### src/rtl/core/rbd_pkg.sv
// Shared types and constants for the range breakout detector.
package rbd_pkg;

    localparam int RBD_DEPTH  = 256;
    localparam int PX_W       = 32;
    localparam int TS_W       = 17;
    localparam int CFG_IDX_W  = 3;
    localparam int CFG_DATA_W = 31;

    // register indexes
    localparam logic [CFG_IDX_W-1:0] CFG_WINDOW   = 3'd0;
    localparam logic [CFG_IDX_W-1:0] CFG_JUDGE    = 3'd1;
    localparam logic [CFG_IDX_W-1:0] CFG_TARGET   = 3'd2;
    localparam logic [CFG_IDX_W-1:0] CFG_TOL      = 3'd3;
    localparam logic [CFG_IDX_W-1:0] CFG_MARGIN   = 3'd4;
    localparam logic [CFG_IDX_W-1:0] CFG_ALLOW_UP = 3'd5;
    localparam logic [CFG_IDX_W-1:0] CFG_ALLOW_DN = 3'd6;

    // open signal codes
    localparam logic [1:0] SIG_NONE  = 2'd0;
    localparam logic [1:0] SIG_LONG  = 2'd1;
    localparam logic [1:0] SIG_SHORT = 2'd2;

    typedef struct packed {
        logic [TS_W-1:0] window_s;
        logic [TS_W-1:0] judge_s;
        logic [30:0]     target;
        logic [15:0]     tol;
        logic [30:0]     margin;
        logic            allow_up;
        logic            allow_dn;
    } t_cfg;

endpackage

### src/rtl/core/rbd_cfg.sv
// Configuration register file of the range breakout detector.
module rbd_cfg
    import rbd_pkg::*;
(
    input  logic                  i_clk,
    input  logic                  i_rst_n,
    input  logic                  i_cfg_we,
    input  logic [CFG_IDX_W-1:0]  i_cfg_idx,
    input  logic [CFG_DATA_W-1:0] i_cfg_data,
    output t_cfg                  o_cfg
);

    t_cfg r_cfg;

    always_ff @(posedge i_clk) begin
        if (!i_rst_n) begin
            r_cfg <= '{window_s: '0, judge_s: '0, target: '0, tol: 16'd1, margin: '0,
                       allow_up: 1'b0, allow_dn: 1'b0};
        end else if (i_cfg_we) begin
            case (i_cfg_idx)
                CFG_WINDOW:   r_cfg.window_s <= i_cfg_data[TS_W-1:0];
                CFG_JUDGE:    r_cfg.judge_s  <= i_cfg_data[TS_W-1:0];
                CFG_TARGET:   r_cfg.target   <= i_cfg_data[30:0];
                CFG_TOL:      r_cfg.tol      <= i_cfg_data[15:0];
                CFG_MARGIN:   r_cfg.margin   <= i_cfg_data[30:0];
                CFG_ALLOW_UP: r_cfg.allow_up <= i_cfg_data[0];
                CFG_ALLOW_DN: r_cfg.allow_dn <= i_cfg_data[0];
                default: ;
            endcase
        end
    end

    assign o_cfg = r_cfg;

endmodule

### config.mk
export PLATFORM = sky130hd
export DESIGN_NAME = rbd_cfg
export DESIGN_NICKNAME = d
export VERILOG_FILES = /design/src/rtl/core/rbd_pkg.sv /design/src/rtl/core/rbd_cfg.sv
export SDC_FILE = /design/constraint.sdc
export NUM_CORES = 1
export LEC_CHECK = 0
export ABC_AREA = 1
export BUFFER_PORTS_ARGS = -buffer_cell sky130_fd_sc_hd__buf_2
export CAP_MARGIN = 25
export CELL_PAD_IN_SITES_DETAIL_PLACEMENT = 2
export CELL_PAD_IN_SITES_GLOBAL_PLACEMENT = 2
export CORE_ASPECT_RATIO = 1.2
export CORE_UTILIZATION = 28
export DETAILED_ROUTE_END_ITERATION = 10
export PLACE_DENSITY_LB_ADDON = 0.1
export SYNTH_ARGS = -nofsm -noshare
export SYNTH_HDL_FRONTEND = slang
export SYNTH_SLANG_ARGS = --single-unit
### constraint.sdc
create_clock -name i_clk -period 1.9 [get_ports i_clk]
set_input_delay 0.19 -clock i_clk [delete_from_list [all_inputs] [get_ports i_clk]]
set_output_delay 0.19 -clock i_clk [all_outputs]
set_load 0.01 [all_outputs]
# == Yosys cells after proc, flatten, opt, wreduce, memory -nomap -nowiden ==
# Cells that the tools add are included.
# op_classes
n_reduce_logical,8
eq_ne,6
# ops
cell,n
AND reduction 2 bit,7
== test 3 bit (second input constant),3
== test 3 x 2 -> 1 bit (second input constant),2
== test 3 x 1 -> 1 bit (second input constant),1
logical NOT 3 bit,1
# totals
reg_bits,114
word_cells,21
input_bits,37

# == Depth between registers and ports, before layout ==
# depth
depth_word,2
ltp_mapped,6
depth_no_buf,5

# == Least setup slack after synthesis ==
# Ideal clock, no wire load.
# synth_timing
path_kind,input-to-reg
start,input i_cfg_idx[0]
end,register r_cfg (netlist bit o_cfg[24])
arrival_time_ns,0.887
required_time_ns,1.787
path_slack_ns,0.900
setup_ns,0.113
stages,6
cell_sequence,nor2_1 buf_2 buf_2 nand3_1 nand2_1 nor2_1
# synth_between
elab_chain_cells,2
# synth_lines
element,line_no,text
start: declaration,rbd_cfg.sv:8,"input logic [CFG_IDX_W-1:0] i_cfg_idx,"
== test 3 bit,rbd_cfg.sv:20,case (i_cfg_idx)
AND reduction 2 bit (no source line),--,
end signal: assignment,rbd_cfg.sv:17,"r_cfg <= '{window_s: '0, judge_s: '0, target: '0, tol: 16'd1, margin: '0,"
end: declaration,rbd_cfg.sv:13,t_cfg r_cfg;
# Every way passes these cells.
# A chain may end at the register's enable or synchronous reset.

# == Final worst setup path ==
# layout_timing
start,register r_cfg (netlist bit o_cfg[113])
end,output o_cfg[113] in the netlist's numbering
# layout_rtl
element,line_no,text
end: declaration,rbd_cfg.sv:10,output t_cfg o_cfg
# No word-level cell between the ends.

==> impl_metrics.yaml <==
placement:
  place_area_sq_um: 5530
  hpwl_microns: 11600
  port-buffer-count: 150
  place_congestion: 0.825
synthesis:
  synth-seq-cells: 114
  syn_area_per_cell_sq_um: 6.85
  syn_area_sq_um: 4550
  synth_top_cell_area_share: 0.502
  yosys_warnings: 0
  yosysSeqAreaShare: 0.502
  yosysTopAreaCell: "dfxtp_1"
  ys_top_cells_by_area: "dfxtp_1 (50%), nor2_1 (19%), nand3_1 (13%), nand2_1 (9.9%), buf_2 (3.0%)"
  syn_nets: 701
  syn-instance-count: 664
  yosysUniqueCellTypes: 13
timing:
  max_freq_mhz: 894
  worst_pin_slew_ns: 0.525
  slew_violations: 0
  fin_skew_ns: 0
  slew_headroom: 0.650
  setup_tns_ns: 0
  setup_viol: 0
  fin_crit_sh: 0.589
  rsz0062_at_grt: "no"
  finalHoldViolCount: 0
  post-route-min-period_ns: 1.12
  hold_slack_ns: 0.0449
critical_path:
  max_stage_delay_ns: 0.37
  cp_slowest_cell: "dfxtp_1"
  path_max_fanout: 2
  cp_cell_sequence: "buf_2"
  cp.required_ns: 1.71
  critical_path_class: "reg -> out"
  cp_top_family: "flip-flops"
  rrSetupSlack_ns: 1.28
  setup.worst_path.end_class: "output pin"
  critPathArrivalTime_ns: 0.93
  path_buf_inv: 1
  start_kind: "flip-flop"
floorplanning:
  io-pin-count: 151
  dieArea_sq_um: 16800
  core_area_sq_um: 15800
  die_w_microns: 118
  core.rowCount: 50
  die-height_microns: 142
  start_util: 0.289
clock_tree:
  cts.htree.levels: 4
  cts.sinks: 114
  cts-root-buf: "clkbuf_16"
  clk_pin_slew_ns: 0.05
  cts_resized: 0
  clockBufferDepth: 2
  cts_setup_buffers: 0
  cts_hold_buffers: 0
  clk_latency_ns: 0.41
  cts_tree: "done"
  cts_made_buffers: 17
layout:
  largest_register_ffs: 114
  layout-drive-gt1-share: 0.245
  antennaDiodeCount: 0
  area_growth_pct: 33.7
  fin_area_sq_um: 6080
  fin_nets: 841
grt:
  antenna_found_initial: 0
  grt_use_total: 0.208
  grt_max_degree: 81
  grt_pass1_wl_microns: 26700
  overflow: 0
  grt_pass1_vias: 5083
power:
  p_total_uw: 6170
  leakage_uw: 0.00304
  powerDensity_nw_per_um2: 1010
  peakVddDrop_mv: 0.591
detailed_routing:
  vias: 4806
  vias_per_cell: 4.69
  wire_per_inst_microns: 16.4
  drc: 0
  antenna_left: 0
  drtPass1Iterations: 4
  drt_wl_total_microns: 16800
  drt_iter0_drc: 217
min_path:
  min_path_type: "in -> reg"
job:
  maxCapViolations: 0
status:
  status: "complete, no violations"
==> worst paths after layout <==
path                 start          to  cells after the start
max reg2reg      o_cfg[33]   o_cfg[33]                      2
min reg2reg      o_cfg[81]   o_cfg[81]                      2
max             o_cfg[113]  o_cfg[113]                      1
min          i_cfg_data[0]   o_cfg[33]                      3
==> cell families (layout without fill, tap and decap cells) <==
logic type | Yosys count | in the layout | synth area share
AOI/OAI and AO/OA | 3 | 3 | 0.00330
buffers and inverters | 80 | 232 | 0.0759
DFF | 114 | 114 | 0.502
and+or+nand+nor | 467 | 467 | 0.419
==> layout by cell type, fill, tap and decap left out <==
cell type and instances:
buf_4 12, clkbuf_8 5, o21ai_0 1, dfxtp_1 114, bufinv_16 1, nor2_2 6
clkinv_2 4, a21oi_1 2, nand2_1 120, buf_2 149, clkbuf_16 17, buf_12 3
nand3_1 114, inv_1 36, clkinv_1 1, clkbuf_1 4, nor2_1 224, nor2_4 3
==> power by group <==
part	switching [uW]	total, uW	internal (uW)
clock network	1080	3030	1950
registers	44.9	2520	2480
logic	405	612	207
total	1530	6170	4640
==> synth_stat cells <==
cell type and number:
nor2_1 228, nand2_1 120, dfxtp_1 114, nand3_1 114
inv_1 36, buf_2 27, buf_1 8, clkbuf_1 5
nor2_2 5, buf_4 3, a21oi_1 2, clkinv_1 1
o21ai_0 1
==> metal layers <==
layer	vias up	track usage	wire (microns)
met5	-	0	0
met4	0	0.0846	293
met3	21	0.0494	791
met2	112	0.382	8680
met1	2341	0.231	7010
li1	2332	-	-
==> worst reg2reg max path, delay by kind of cell, from the launching register on <==
kind	cells	cell delay, ns
AOI/OAI and AO/OA	1	0.09
DFF	1	0.32
and+or+nand+nor	1	0.09
==> stage by stage <==
step,cells,util,setup WS [ns]
after floorplan,664,-,0.900
after detailed placement,993,0.350,0.540
final,1024,0.386,0.782
after global routing,1024,0.386,0.744
after global placement,993,0.350,0.622
after CTS,1024,0.386,0.757
==> area by class of cell <==
type	count	area, sq um
sequential	114	2280
fill	1952	9680
clock inverter	5	50.0
timing repair buffer	164	896
clock buffer	26	509
multi-input combinational	470	1950
tap	208	260
inverter	37	139
No activity file was read; power rests on OpenSTA's default activity.
