[config.mk]
export PLATFORM = sky130hd
export DESIGN_NAME = rbd_ctrl
export DESIGN_NICKNAME = d
export VERILOG_FILES = /design/src/rtl/core/rbd_pkg.sv /design/src/rtl/core/rbd_ctrl.sv
export SDC_FILE = /design/constraint.sdc
export NUM_CORES = 1
export LEC_CHECK = 0
export BUFFER_PORTS_ARGS = -buffer_cell sky130_fd_sc_hd__buf_4
export CAP_MARGIN = 0
export CORE_ASPECT_RATIO = 0.7
export CORE_MARGIN = 3
export CORE_UTILIZATION = 35
export DETAILED_ROUTE_END_ITERATION = 8
export SLEW_MARGIN = 15
export SYNTH_ARGS = -nofsm -noshare
export SYNTH_HDL_FRONTEND = slang
export SYNTH_SLANG_ARGS = --single-unit
export TNS_END_PERCENT = 50
[constraint.sdc]
create_clock -name i_clk -period 15.8 [get_ports i_clk]
set_input_delay 3.16 -clock i_clk [delete_from_list [all_inputs] [get_ports i_clk]]
set_output_delay 3.16 -clock i_clk [all_outputs]
set_load 0.03 [all_outputs]
[src/rtl/core/rbd_pkg.sv]
// Shared types and constants for the range breakout detector.
package rbd_pkg;

    localparam int RBD_DEPTH  = 256;
    localparam int PX_W       = 32;
    localparam int TS_W       = 17;
    localparam int CFG_IDX_W  = 3;
    localparam int CFG_DATA_W = 31;

    // register indexes
    localparam logic [CFG_IDX_W-1:0] CFG_WINDOW   = 3'd0;
    localparam logic [CFG_IDX_W-1:0] CFG_JUDGE    = 3'd1;
    localparam logic [CFG_IDX_W-1:0] CFG_TARGET   = 3'd2;
    localparam logic [CFG_IDX_W-1:0] CFG_TOL      = 3'd3;
    localparam logic [CFG_IDX_W-1:0] CFG_MARGIN   = 3'd4;
    localparam logic [CFG_IDX_W-1:0] CFG_ALLOW_UP = 3'd5;
    localparam logic [CFG_IDX_W-1:0] CFG_ALLOW_DN = 3'd6;

    // open signal codes
    localparam logic [1:0] SIG_NONE  = 2'd0;
    localparam logic [1:0] SIG_LONG  = 2'd1;
    localparam logic [1:0] SIG_SHORT = 2'd2;

    typedef struct packed {
        logic [TS_W-1:0] window_s;
        logic [TS_W-1:0] judge_s;
        logic [30:0]     target;
        logic [15:0]     tol;
        logic [30:0]     margin;
        logic            allow_up;
        logic            allow_dn;
    } t_cfg;

endpackage

[src/rtl/core/rbd_ctrl.sv]
// Sequencer of the range breakout detector: window ring, extremes, rescans, judging.
module rbd_ctrl
    import rbd_pkg::*;
#(
    parameter int DEPTH = RBD_DEPTH
) (
    input  logic                     i_clk,
    input  logic                     i_rst_n,
    input  t_cfg                     i_cfg,
    input  logic                     i_valid,
    output logic                     o_stall,
    input  logic signed [PX_W-1:0]   i_price,
    input  logic [TS_W-1:0]          i_timestamp,
    output logic                     o_valid,
    input  logic                     i_stall,
    output logic [1:0]               o_open_signal,
    output logic                     o_armed,
    output logic                     o_we,
    output logic [$clog2(DEPTH)-1:0] o_waddr,
    output logic [PX_W-1:0]          o_wr_px,
    output logic [TS_W-1:0]          o_wr_ts,
    output logic [$clog2(DEPTH)-1:0] o_px_raddr,
    input  logic [PX_W-1:0]          i_px_rdata,
    output logic [$clog2(DEPTH)-1:0] o_ts_raddr,
    input  logic [TS_W-1:0]          i_ts_rdata
);

    localparam int AW = $clog2(DEPTH);
    localparam int CW = $clog2(DEPTH + 1);
    localparam logic [CW:0]   DEPTH_W = (CW+1)'(DEPTH);
    localparam logic [CW-1:0] DEPTH_C = CW'(DEPTH);

    typedef enum logic [3:0] {
        S_IDLE, S_DECIDE, S_FAILCLR, S_STORE, S_STORE_WR, S_EVICT, S_SCAN_INIT,
        S_SCAN, S_SCAN_APPLY, S_EVAL_A, S_EVAL_B, S_IR_UPD, S_LOOP_RD, S_LOOP_CMP,
        S_FINISH
    } t_state;

    function automatic logic [AW-1:0] f_wrap(input logic [CW:0] a);
        logic [CW:0] t;
        t = (a >= DEPTH_W) ? a - DEPTH_W : a;
        return t[AW-1:0];
    endfunction

    t_state r_state, n_state;
    t_state r_ret_store, n_ret_store, r_ret_evict, n_ret_evict;
    t_state r_ret_eval, n_ret_eval, r_ret_scan, n_ret_scan;
    logic signed [PX_W-1:0] r_px, n_px, r_hi_px, n_hi_px, r_lo_px, n_lo_px;
    logic signed [PX_W-1:0] r_bh_px, n_bh_px, r_bl_px, n_bl_px;
    logic [TS_W-1:0] r_ts, n_ts, r_js, n_js;
    logic [AW-1:0]   r_head, n_head, r_hi_slot, n_hi_slot, r_lo_slot, n_lo_slot;
    logic [AW-1:0]   r_wslot, n_wslot, r_pslot, n_pslot, r_bh_slot, n_bh_slot;
    logic [AW-1:0]   r_bl_slot, n_bl_slot;
    logic [CW-1:0]   r_count, n_count, r_si, n_si;
    logic r_ev, n_ev, r_pf, n_pf, r_ready, n_ready, r_bu, n_bu, r_bd, n_bd;
    logic r_need_hi, n_need_hi, r_need_lo, n_need_lo, r_do_eval, n_do_eval;
    logic r_pv, n_pv, r_first, n_first;
    logic [1:0] r_sig, n_sig, r_o_sig, n_o_sig;
    logic r_ov, n_ov, r_o_armed, n_o_armed;
    logic signed [33:0] r_d, n_d;

    logic [AW-1:0] head_next, wr_slot, scan_addr;
    logic full, gt_hi, lt_lo, up_ok, dn_ok, in_judge, age_ok, rdy_eval;
    logic signed [32:0] up_pts, dn_pts, margin_s;
    logic signed [18:0] jdiff, age;
    logic signed [33:0] d_new, d_abs;
    logic signed [PX_W-1:0] rd_px;

    // slot arithmetic and comparisons
    always_comb begin
        head_next = f_wrap((CW+1)'(r_head) + (CW+1)'(1));
        wr_slot   = f_wrap((CW+1)'(r_head) + (CW+1)'(r_count));
        scan_addr = f_wrap((CW+1)'(r_head) + (CW+1)'(r_si));
        full      = r_count == DEPTH_C;
        gt_hi     = r_px > r_hi_px;
        lt_lo     = r_px < r_lo_px;
        margin_s  = $signed({2'b00, i_cfg.margin});
        up_pts    = $signed({r_px[PX_W-1], r_px}) - $signed({r_hi_px[PX_W-1], r_hi_px});
        dn_pts    = $signed({r_lo_px[PX_W-1], r_lo_px}) - $signed({r_px[PX_W-1], r_px});
        up_ok     = up_pts >= margin_s;
        dn_ok     = dn_pts >= margin_s;
        jdiff     = $signed({2'b00, r_ts}) - $signed({2'b00, r_js});
        in_judge  = jdiff < $signed({2'b00, i_cfg.judge_s});
        age       = $signed({2'b00, r_ts}) - $signed({2'b00, i_ts_rdata});
        age_ok    = age <= $signed({2'b00, i_cfg.window_s});
        d_new     = $signed({{2{r_hi_px[PX_W-1]}}, r_hi_px})
                  - $signed({{2{r_lo_px[PX_W-1]}}, r_lo_px})
                  - $signed({3'b000, i_cfg.target});
        d_abs     = r_d[33] ? -r_d : r_d;
        rdy_eval  = d_abs < $signed({18'd0, i_cfg.tol});
        rd_px     = $signed(i_px_rdata);
    end

    // sequencer next state
    always_comb begin
        n_state = r_state;
        n_ret_store = r_ret_store; n_ret_evict = r_ret_evict;
        n_ret_eval = r_ret_eval; n_ret_scan = r_ret_scan;
        n_px = r_px; n_ts = r_ts; n_js = r_js;
        n_hi_px = r_hi_px; n_lo_px = r_lo_px; n_bh_px = r_bh_px; n_bl_px = r_bl_px;
        n_head = r_head; n_count = r_count; n_hi_slot = r_hi_slot; n_lo_slot = r_lo_slot;
        n_wslot = r_wslot; n_pslot = r_pslot; n_bh_slot = r_bh_slot; n_bl_slot = r_bl_slot;
        n_si = r_si; n_pv = 1'b0; n_first = r_first;
        n_ev = r_ev; n_pf = r_pf; n_ready = r_ready; n_bu = r_bu; n_bd = r_bd;
        n_need_hi = r_need_hi; n_need_lo = r_need_lo; n_do_eval = r_do_eval;
        n_sig = r_sig; n_d = r_d;
        n_ov = r_ov && i_stall; n_o_sig = r_o_sig; n_o_armed = r_o_armed;
        o_we = 1'b0;

        case (r_state)
            S_IDLE: begin
                if (i_valid) begin
                    n_px = i_price;
                    n_ts = i_timestamp;
                    n_sig = SIG_NONE;
                    n_state = S_DECIDE;
                end
            end
            S_DECIDE: begin
                n_ret_store = S_IR_UPD;
                n_state = S_STORE;
                if (r_ready && r_ev) begin
                    if (!r_bu && !r_bd) begin
                        if (i_cfg.allow_up && gt_hi) begin
                            n_bu = 1'b1;
                            n_js = r_ts;
                            n_ret_store = S_FINISH;
                        end else if (i_cfg.allow_dn && lt_lo) begin
                            n_bd = 1'b1;
                            n_js = r_ts;
                            n_ret_store = S_FINISH;
                        end
                    end else if (in_judge) begin
                        n_ret_store = S_FINISH;
                    end else if ((r_bu && up_ok) || (!r_bu && dn_ok)) begin
                        n_sig = r_bu ? SIG_LONG : SIG_SHORT;
                        n_state = S_FINISH;
                    end else begin
                        // failed breakout: the broken extreme is rescanned from the whole window
                        n_need_hi = r_bu;
                        n_need_lo = !r_bu;
                        n_do_eval = 1'b0;
                        n_ret_scan = S_FAILCLR;
                        n_state = S_SCAN_INIT;
                    end
                end
            end
            S_FAILCLR: begin
                n_ready = 1'b0;
                n_bu = 1'b0;
                n_bd = 1'b0;
                n_ret_store = S_IR_UPD;
                n_state = S_STORE;
            end
            S_STORE: begin
                if (full) begin
                    n_ret_evict = S_STORE_WR;
                    n_state = S_EVICT;
                end else begin
                    n_state = S_STORE_WR;
                end
            end
            S_STORE_WR: begin
                o_we = 1'b1;
                n_wslot = wr_slot;
                n_count = r_count + CW'(1);
                n_state = r_ret_store;
            end
            S_EVICT: begin
                n_head = head_next;
                n_count = r_count - CW'(1);
                n_state = r_ret_evict;
                if (r_count == CW'(1)) begin
                    n_ev = 1'b0;
                end else if (r_ev && (r_hi_slot == r_head || r_lo_slot == r_head)) begin
                    n_need_hi = r_hi_slot == r_head;
                    n_need_lo = r_lo_slot == r_head;
                    n_do_eval = 1'b1;
                    n_ret_eval = r_ret_evict;
                    n_state = S_SCAN_INIT;
                end
            end
            S_SCAN_INIT: begin
                n_si = '0;
                n_first = 1'b1;
                n_state = S_SCAN;
            end
            S_SCAN: begin
                // issue one read a cycle, fold in the data of the previous one
                if (r_si != r_count) begin
                    n_si = r_si + CW'(1);
                    n_pv = 1'b1;
                    n_pslot = scan_addr;
                end
                if (r_pv) begin
                    n_first = 1'b0;
                    if (r_first || rd_px > r_bh_px) begin
                        n_bh_px = rd_px;
                        n_bh_slot = r_pslot;
                    end
                    if (r_first || rd_px < r_bl_px) begin
                        n_bl_px = rd_px;
                        n_bl_slot = r_pslot;
                    end
                end
                if (r_si == r_count && !r_pv) begin
                    n_state = S_SCAN_APPLY;
                end
            end
            S_SCAN_APPLY: begin
                if (r_need_hi) begin
                    n_hi_px = r_bh_px;
                    n_hi_slot = r_bh_slot;
                end
                if (r_need_lo) begin
                    n_lo_px = r_bl_px;
                    n_lo_slot = r_bl_slot;
                end
                n_state = r_do_eval ? S_EVAL_A : r_ret_scan;
            end
            S_EVAL_A: begin
                if (r_ev && r_pf) begin
                    n_d = d_new;
                    n_state = S_EVAL_B;
                end else begin
                    n_state = r_ret_eval;
                end
            end
            S_EVAL_B: begin
                n_ready = rdy_eval;
                n_state = r_ret_eval;
            end
            S_IR_UPD: begin
                n_ret_eval = S_LOOP_RD;
                n_state = S_LOOP_RD;
                if (!r_ev) begin
                    n_ev = 1'b1;
                    n_hi_px = r_px;
                    n_lo_px = r_px;
                    n_hi_slot = r_wslot;
                    n_lo_slot = r_wslot;
                    n_state = S_EVAL_A;
                end else if (gt_hi || lt_lo) begin
                    if (gt_hi) begin
                        n_hi_px = r_px;
                        n_hi_slot = r_wslot;
                    end
                    if (lt_lo) begin
                        n_lo_px = r_px;
                        n_lo_slot = r_wslot;
                    end
                    n_state = S_EVAL_A;
                end
            end
            S_LOOP_RD: begin
                n_state = (r_count == '0) ? S_FINISH : S_LOOP_CMP;
            end
            S_LOOP_CMP: begin
                if (age_ok) begin
                    n_state = S_FINISH;
                end else begin
                    n_pf = 1'b1;
                    n_ret_evict = S_LOOP_RD;
                    n_state = S_EVICT;
                end
            end
            S_FINISH: begin
                if (!r_ov || !i_stall) begin
                    n_ov = 1'b1;
                    n_o_sig = r_sig;
                    n_o_armed = r_ready;
                    n_state = S_IDLE;
                end
            end
            default: n_state = S_IDLE;
        endcase
    end

    always_ff @(posedge i_clk) begin
        if (!i_rst_n) begin
            r_state <= S_IDLE;
            r_head <= '0; r_count <= '0; r_hi_slot <= '0; r_lo_slot <= '0;
            r_ev <= 1'b0; r_pf <= 1'b0; r_ready <= 1'b0; r_bu <= 1'b0; r_bd <= 1'b0;
            r_js <= '0; r_pv <= 1'b0; r_ov <= 1'b0;
        end else begin
            r_state <= n_state;
            r_head <= n_head; r_count <= n_count;
            r_hi_slot <= n_hi_slot; r_lo_slot <= n_lo_slot;
            r_ev <= n_ev; r_pf <= n_pf; r_ready <= n_ready; r_bu <= n_bu; r_bd <= n_bd;
            r_js <= n_js; r_pv <= n_pv; r_ov <= n_ov;
        end
        r_ret_store <= n_ret_store; r_ret_evict <= n_ret_evict;
        r_ret_eval <= n_ret_eval; r_ret_scan <= n_ret_scan;
        r_px <= n_px; r_ts <= n_ts; r_hi_px <= n_hi_px; r_lo_px <= n_lo_px;
        r_bh_px <= n_bh_px; r_bl_px <= n_bl_px; r_bh_slot <= n_bh_slot;
        r_bl_slot <= n_bl_slot; r_wslot <= n_wslot; r_pslot <= n_pslot;
        r_si <= n_si; r_first <= n_first; r_need_hi <= n_need_hi;
        r_need_lo <= n_need_lo; r_do_eval <= n_do_eval; r_sig <= n_sig; r_d <= n_d;
        r_o_sig <= n_o_sig; r_o_armed <= n_o_armed;
    end

    assign o_stall       = r_state != S_IDLE;
    assign o_valid       = r_ov;
    assign o_open_signal = r_o_sig;
    assign o_armed       = r_o_armed;
    assign o_waddr       = wr_slot;
    assign o_wr_px       = r_px;
    assign o_wr_ts       = r_ts;
    assign o_px_raddr    = scan_addr;
    assign o_ts_raddr    = r_head;

endmodule

Yosys cells after proc, flatten, opt, wreduce, memory -nomap -nowiden
Index checks and enable logic that the tools add are counted.

Bits in registers: 334. Word-level logic and storage cells: 267.

Reductions and logical operators: 55. Equality and inequality tests: 44. Bitwise gates (word level): 1. Order comparisons: 12. Add/sub/neg operators: 16. Multiplexer cells: 104.

Operator list (number): two-way mux 32 bit (8); one-hot mux 32 bit (2 select lines) (2); subtractor 32 x 32 -> 33 bit (3); two-way mux 8 bit (11); two-way mux 4 bit (18); greater-or-equal comparator 33 x 32 -> 1 bit (2); > comparator 32 bit (2); less-than comparator 32 bit (2); one-hot mux 4 bit (15 select lines) (1); != test 2 bit (second input constant) (21); one-hot mux 9 bit (2 select lines) (2); subtractor 17 x 17 -> 18 bit (2); less-than comparator 34 x 17 -> 1 bit (1); two-way mux 17 bit (2); two-way mux 34 bit (1); negation 34 bit (1); subtractor 33 x 32 -> 34 bit (1); two-way mux 1 bit (32); one-hot mux 8 bit (2 select lines) (2); == test 4 bit (second input constant) (7); one-hot mux 4 bit (2 select lines) (3); subtractor 8 x 1 -> 8 bit (second input constant) (3); adder 8 x 9 -> 10 bit (2); greater-or-equal comparator 10 x 9 -> 1 bit (second input constant) (2); other kinds (34) (101).

Longest topological paths before layout
Depth in word-level cells: 9. Depth in mapped cells: 24. Gate-level depth less buffers: 24.

Worst setup path before layout
Ideal clock, no wire load.

Path kind: in2reg. From: input i_px_rdata[2]. To: register r_bh_px[0] (enable). Path buffers: 0. Slack: 7.480 ns. Stages: 11. Data arrival time: 7.822 ns. Setup time: 0.498 ns. Cell sequence: ha_1 -> a21o_1 -> a21o_1 -> a211o_1 -> a21o_1 -> a21oi_1 -> o21ai_0 -> a21oi_1 -> o21ai_0 -> mux2i_1 -> a211oi_1.

Longest elaborated chain between the ends: 3.

RTL lines: start, declared (line rbd_ctrl.sv:23) `input logic [PX_W-1:0] i_px_rdata,`; > comparator 32 bit (line rbd_ctrl.sv:197) `if (r_first || rd_px > r_bh_px) begin`; logical OR 1 bit (line rbd_ctrl.sv:197); AND reduction 3 bit (no line); end signal, assigned (line rbd_ctrl.sv:295) `r_bh_px <= n_bh_px; r_bl_px <= n_bl_px; r_bh_slot <= n_bh_slot;`; end, declared (line rbd_ctrl.sv:49) `logic signed [PX_W-1:0] r_bh_px, n_bh_px, r_bl_px, n_bl_px;`.

No other way between the ends. A chain may end at the register's enable or synchronous reset.

Final worst setup path
From: input i_ts_rdata[0]. To: register r_state[0].

Longest elaborated chain between the ends: 4.

RTL lines: start, declared (line rbd_ctrl.sv:25) `input logic [TS_W-1:0] i_ts_rdata`; subtractor 17 x 17 -> 18 bit (line rbd_ctrl.sv:84) `age = $signed({2'b00, r_ts}) - $signed({2'b00, i_ts_rdata});`; less-or-equal comparator 18 bit (line rbd_ctrl.sv:85) `age_ok = age <= $signed({2'b00, i_cfg.window_s});`; two-way mux 4 bit (line rbd_ctrl.sv:259) `if (age_ok) begin`; one-hot mux 4 bit (15 select lines) (line rbd_ctrl.sv:110) `case (r_state)`; end signal, assigned (line rbd_ctrl.sv:286) `r_state <= n_state;`; end, declared (line rbd_ctrl.sv:45) `t_state r_state, n_state;`.

No other way between the ends.

==> flow_summary.json <==
{
  "rsz0062_at_grt": "no",
  "die_h_um": 230.3,
  "swShare_pct": 37.75,
  "ir_drop_v": 0.00007694,
  "routabilityCongestion": 0.9175,
  "yosysTopAreaCellShare_pct": 31.64,
  "start_util_pct": 35.65,
  "synthArstFlopShare_pct": 0,
  "p_clk_share_pct": 26.4,
  "vias": 20290,
  "fp.dieW_um": 326.4,
  "min_period_ns": 7.329,
  "place_inst": 3874,
  "drive_gt1_share_pct": 13.96,
  "synth_edf_count": 265,
  "power_frac_seq_pct": 32.5,
  "cts.htree.levels": 2,
  "antenna_found_initial": 1,
  "worst_slack_ns": 8.471,
  "synth_seq_cells": 326,
  "core-area_um2": 70540,
  "setup_violations": 0,
  "cts_resized": 0,
  "grt_pass1_vias": 19120,
  "ys_seq_area_share_pct": 36.50,
  "syn_inst": 2672,
  "synth_warnings": 0,
  "final_nets": 3539,
  "grt_pass1_wl_um": 113100,
  "postRouteAntennaNets": 0,
  "pwr-share-comb_pct": 41.1,
  "rows": 81,
  "worst_slew_pin_slew_ns": 1.113,
  "critPathMaxFanout": 3,
  "overflow": 0,
  "clk_latency_ns": 0.57,
  "p_switching_mw": 1.310,
  "synthesis.nets": 3252,
  "cap_violations": 0,
  "pre_cts_ws_ns": 8.011,
  "relSlewSlack_pct": 25.52,
  "startpoint_type": "primary input",
  "synth_ff_type": "edfxtp_1",
  "synth_commonest_cells": "inv_1, ha_1, edfxtp_1",
  "die-area_um2": 75160,
  "fin_crit_sh_pct": 46.39,
  "crit_type": "primary input to flip-flop",
  "clkSinkCount": 326,
  "pin_count": 295,
  "hpwl_um": 61190,
  "avgSynthCellArea_um2": 9.412,
  "p_leak_nw": 13.40,
  "routed_wl_um": 75080,
  "status": "finished clean",
  "holdBufCountCts": 0,
  "finalClockSkew_ns": 0.03905,
  "via_per_inst": 5.148,
  "yosys.cell_count.top_type": "inv_1",
  "clk_path_buf_depth": 3,
  "firstDrtPassIters": 5,
  "cts-root-buf": "clkbuf_16",
  "hold_violations": 0,
  "end_kind": "flip-flop",
  "p_per_area_nw_per_um2": 116.6,
  "final_max_slew_viol_count": 0,
  "p_int_mw": 2.160,
  "grt_max_degree": 96,
  "synth_cell_type_count": 85,
  "syn_to_final_growth_pct": 18.33,
  "synth_area_um2": 25150,
  "fmax_mhz": 136.4,
  "fin_cells": 3941,
  "path_clk_slew_ns": 0.06,
  "drc_errors": 0,
  "timing.setup.tns_ns": 0,
  "portBuffers": 294,
  "drt_iter0_drc": 1847,
  "antenna_cells": 0,
  "tritoncts": "built",
  "numCtsBuffers": 37,
  "worstPathArrival_ns": 7.78,
  "hold_class": "flip-flop to flip-flop",
  "synth_top_area_cell": "edfxtp_1",
  "grtUsageTotal_pct": 19.41,
  "cts_setup_buffers": 0,
  "wire_per_inst_um": 19.05,
  "hold_slack_ns": 0.4462,
  "final_util_pct": 42.19,
  "synth_area_leaders": "edfxtp_1, ha_1, inv_1",
  "required_ns": 16.25
}
critical path: stages:
cell and delay, ns:
buf_4 0.08, ha_1 0.16, inv_1 0.05, fa_1 0.39, a21o_1 0.17, a21oi_1 0.22
o21bai_1 0.10, a21oi_1 0.23, o21bai_1 0.09, a21oi_1 0.35, o21ai_0 0.20, o41ai_1 0.52
nand3_1 0.14, o311ai_0 0.16, ha_1 0.34, a21oi_1 0.20, nor4b_1 0.25, a21o_1 0.23
nor2_1 0.09, a21oi_1 0.23, o21ai_0 0.16, a211o_1 0.27
cells by family after synthesis:
logic type,synth area share (%)
buffers and inverters,6.567
AND/OR/NAND/NOR,12.29
adder cells (fa/ha/maj),19.25
XOR/XNOR,6.478
AO/OA/AOI/OAI,18.67
flip-flops,36.50
multiplexers,0.2438
cell type report:
cell class                      count  area [um^2]
Tap cell                          954         1194
Multi-Input combinational cell   1909        14380
Sequential cell                   326         9179
Inverter                          376         1411
Fill cell                        7037        40780
Clock inverter                     18        224.0
Clock buffer                       49         1055
Timing Repair Buffer              309         2320
per-stage QoR:
| stage | power, mW | area [um^2] |
|---|---|---|
| 2_1_floorplan | 2.117 | 25150 |
| 3_3_place_gp | 2.538 | 28480 |
| 3_5_place_dp | 2.546 | 28480 |
| 4_1_cts | 3.479 | 29760 |
| 5_1_grt | 3.706 | 29760 |
| 6_report | 3.470 | 29760 |
state kept, by name, summed over array words and instances, names as in the netlist, 9 cells and up:
register / cells
r_d: 34
r_si: 9
o_wr_px: 32
r_hi_px: 32
o_wr_ts: 17
r_bl_px: 32
r_js: 17
r_count: 9
r_bh_px: 32
r_lo_px: 32
layout by cell type, fill, tap and decap left out, types with 7 or more instances in the layout:
cell       instances
a211oi_1          15
xor2_1            67
clkbuf_16         40
o21bai_1          24
or3_1             18
a221oi_1          10
xnor2_1          119
or2_2              8
a31o_2             7
o211ai_1          30
and3_1            16
a21oi_1          188
clkbuf_1           7
nor3_1            31
nand2_1          162
and2_1             9
a22oi_1           10
nand3_1           70
nand4_1           41
o2111ai_1          7
o221a_2           10
nor2_1           150
o31ai_1            7
o21a_1            35
nor2b_1           32
o21ai_0          159
a31oi_1           19
ha_1             327
nand2b_1          35
edfxtp_1         265
a21o_1           120
o22ai_1           17
dfxtp_1           61
buf_4            309
nor4_1            14
fa_1              37
a211o_1            8
inv_1            374
power groups by stage:
stage	clock [mW]	combinational (mW)	sequential [mW]
CTS	0.940	1.41	1.12
global route	0.975	1.60	1.13
global placement	0	1.40	1.14
floorplan	0	0.981	1.14
finish	0.917	1.43	1.13
detailed placement	0	1.40	1.14
layer usage:
layer	vias up	wire, um	track usage (%)
met5	-	13	0
met4	2	1642	4.830
met3	79	5125	3.085
met2	616	28970	26.41
met1	9439	39320	31.17
li1	10150	-	-
worst paths after layout:
kind | from | end | slack, ns | cells after the start
worst max-delay path | i_ts_rdata[0] | r_state[0] | 8.47 | 22
worst max register to register | o_wr_px[0] | r_need_hi | 9.13 | 22
worst min register to register | r_pslot[4] | r_bh_slot[4] | 0.45 | 0
worst min-delay path | r_pslot[4] | r_bh_slot[4] | 0.45 | 0
(Power assumes the default switching activity.)
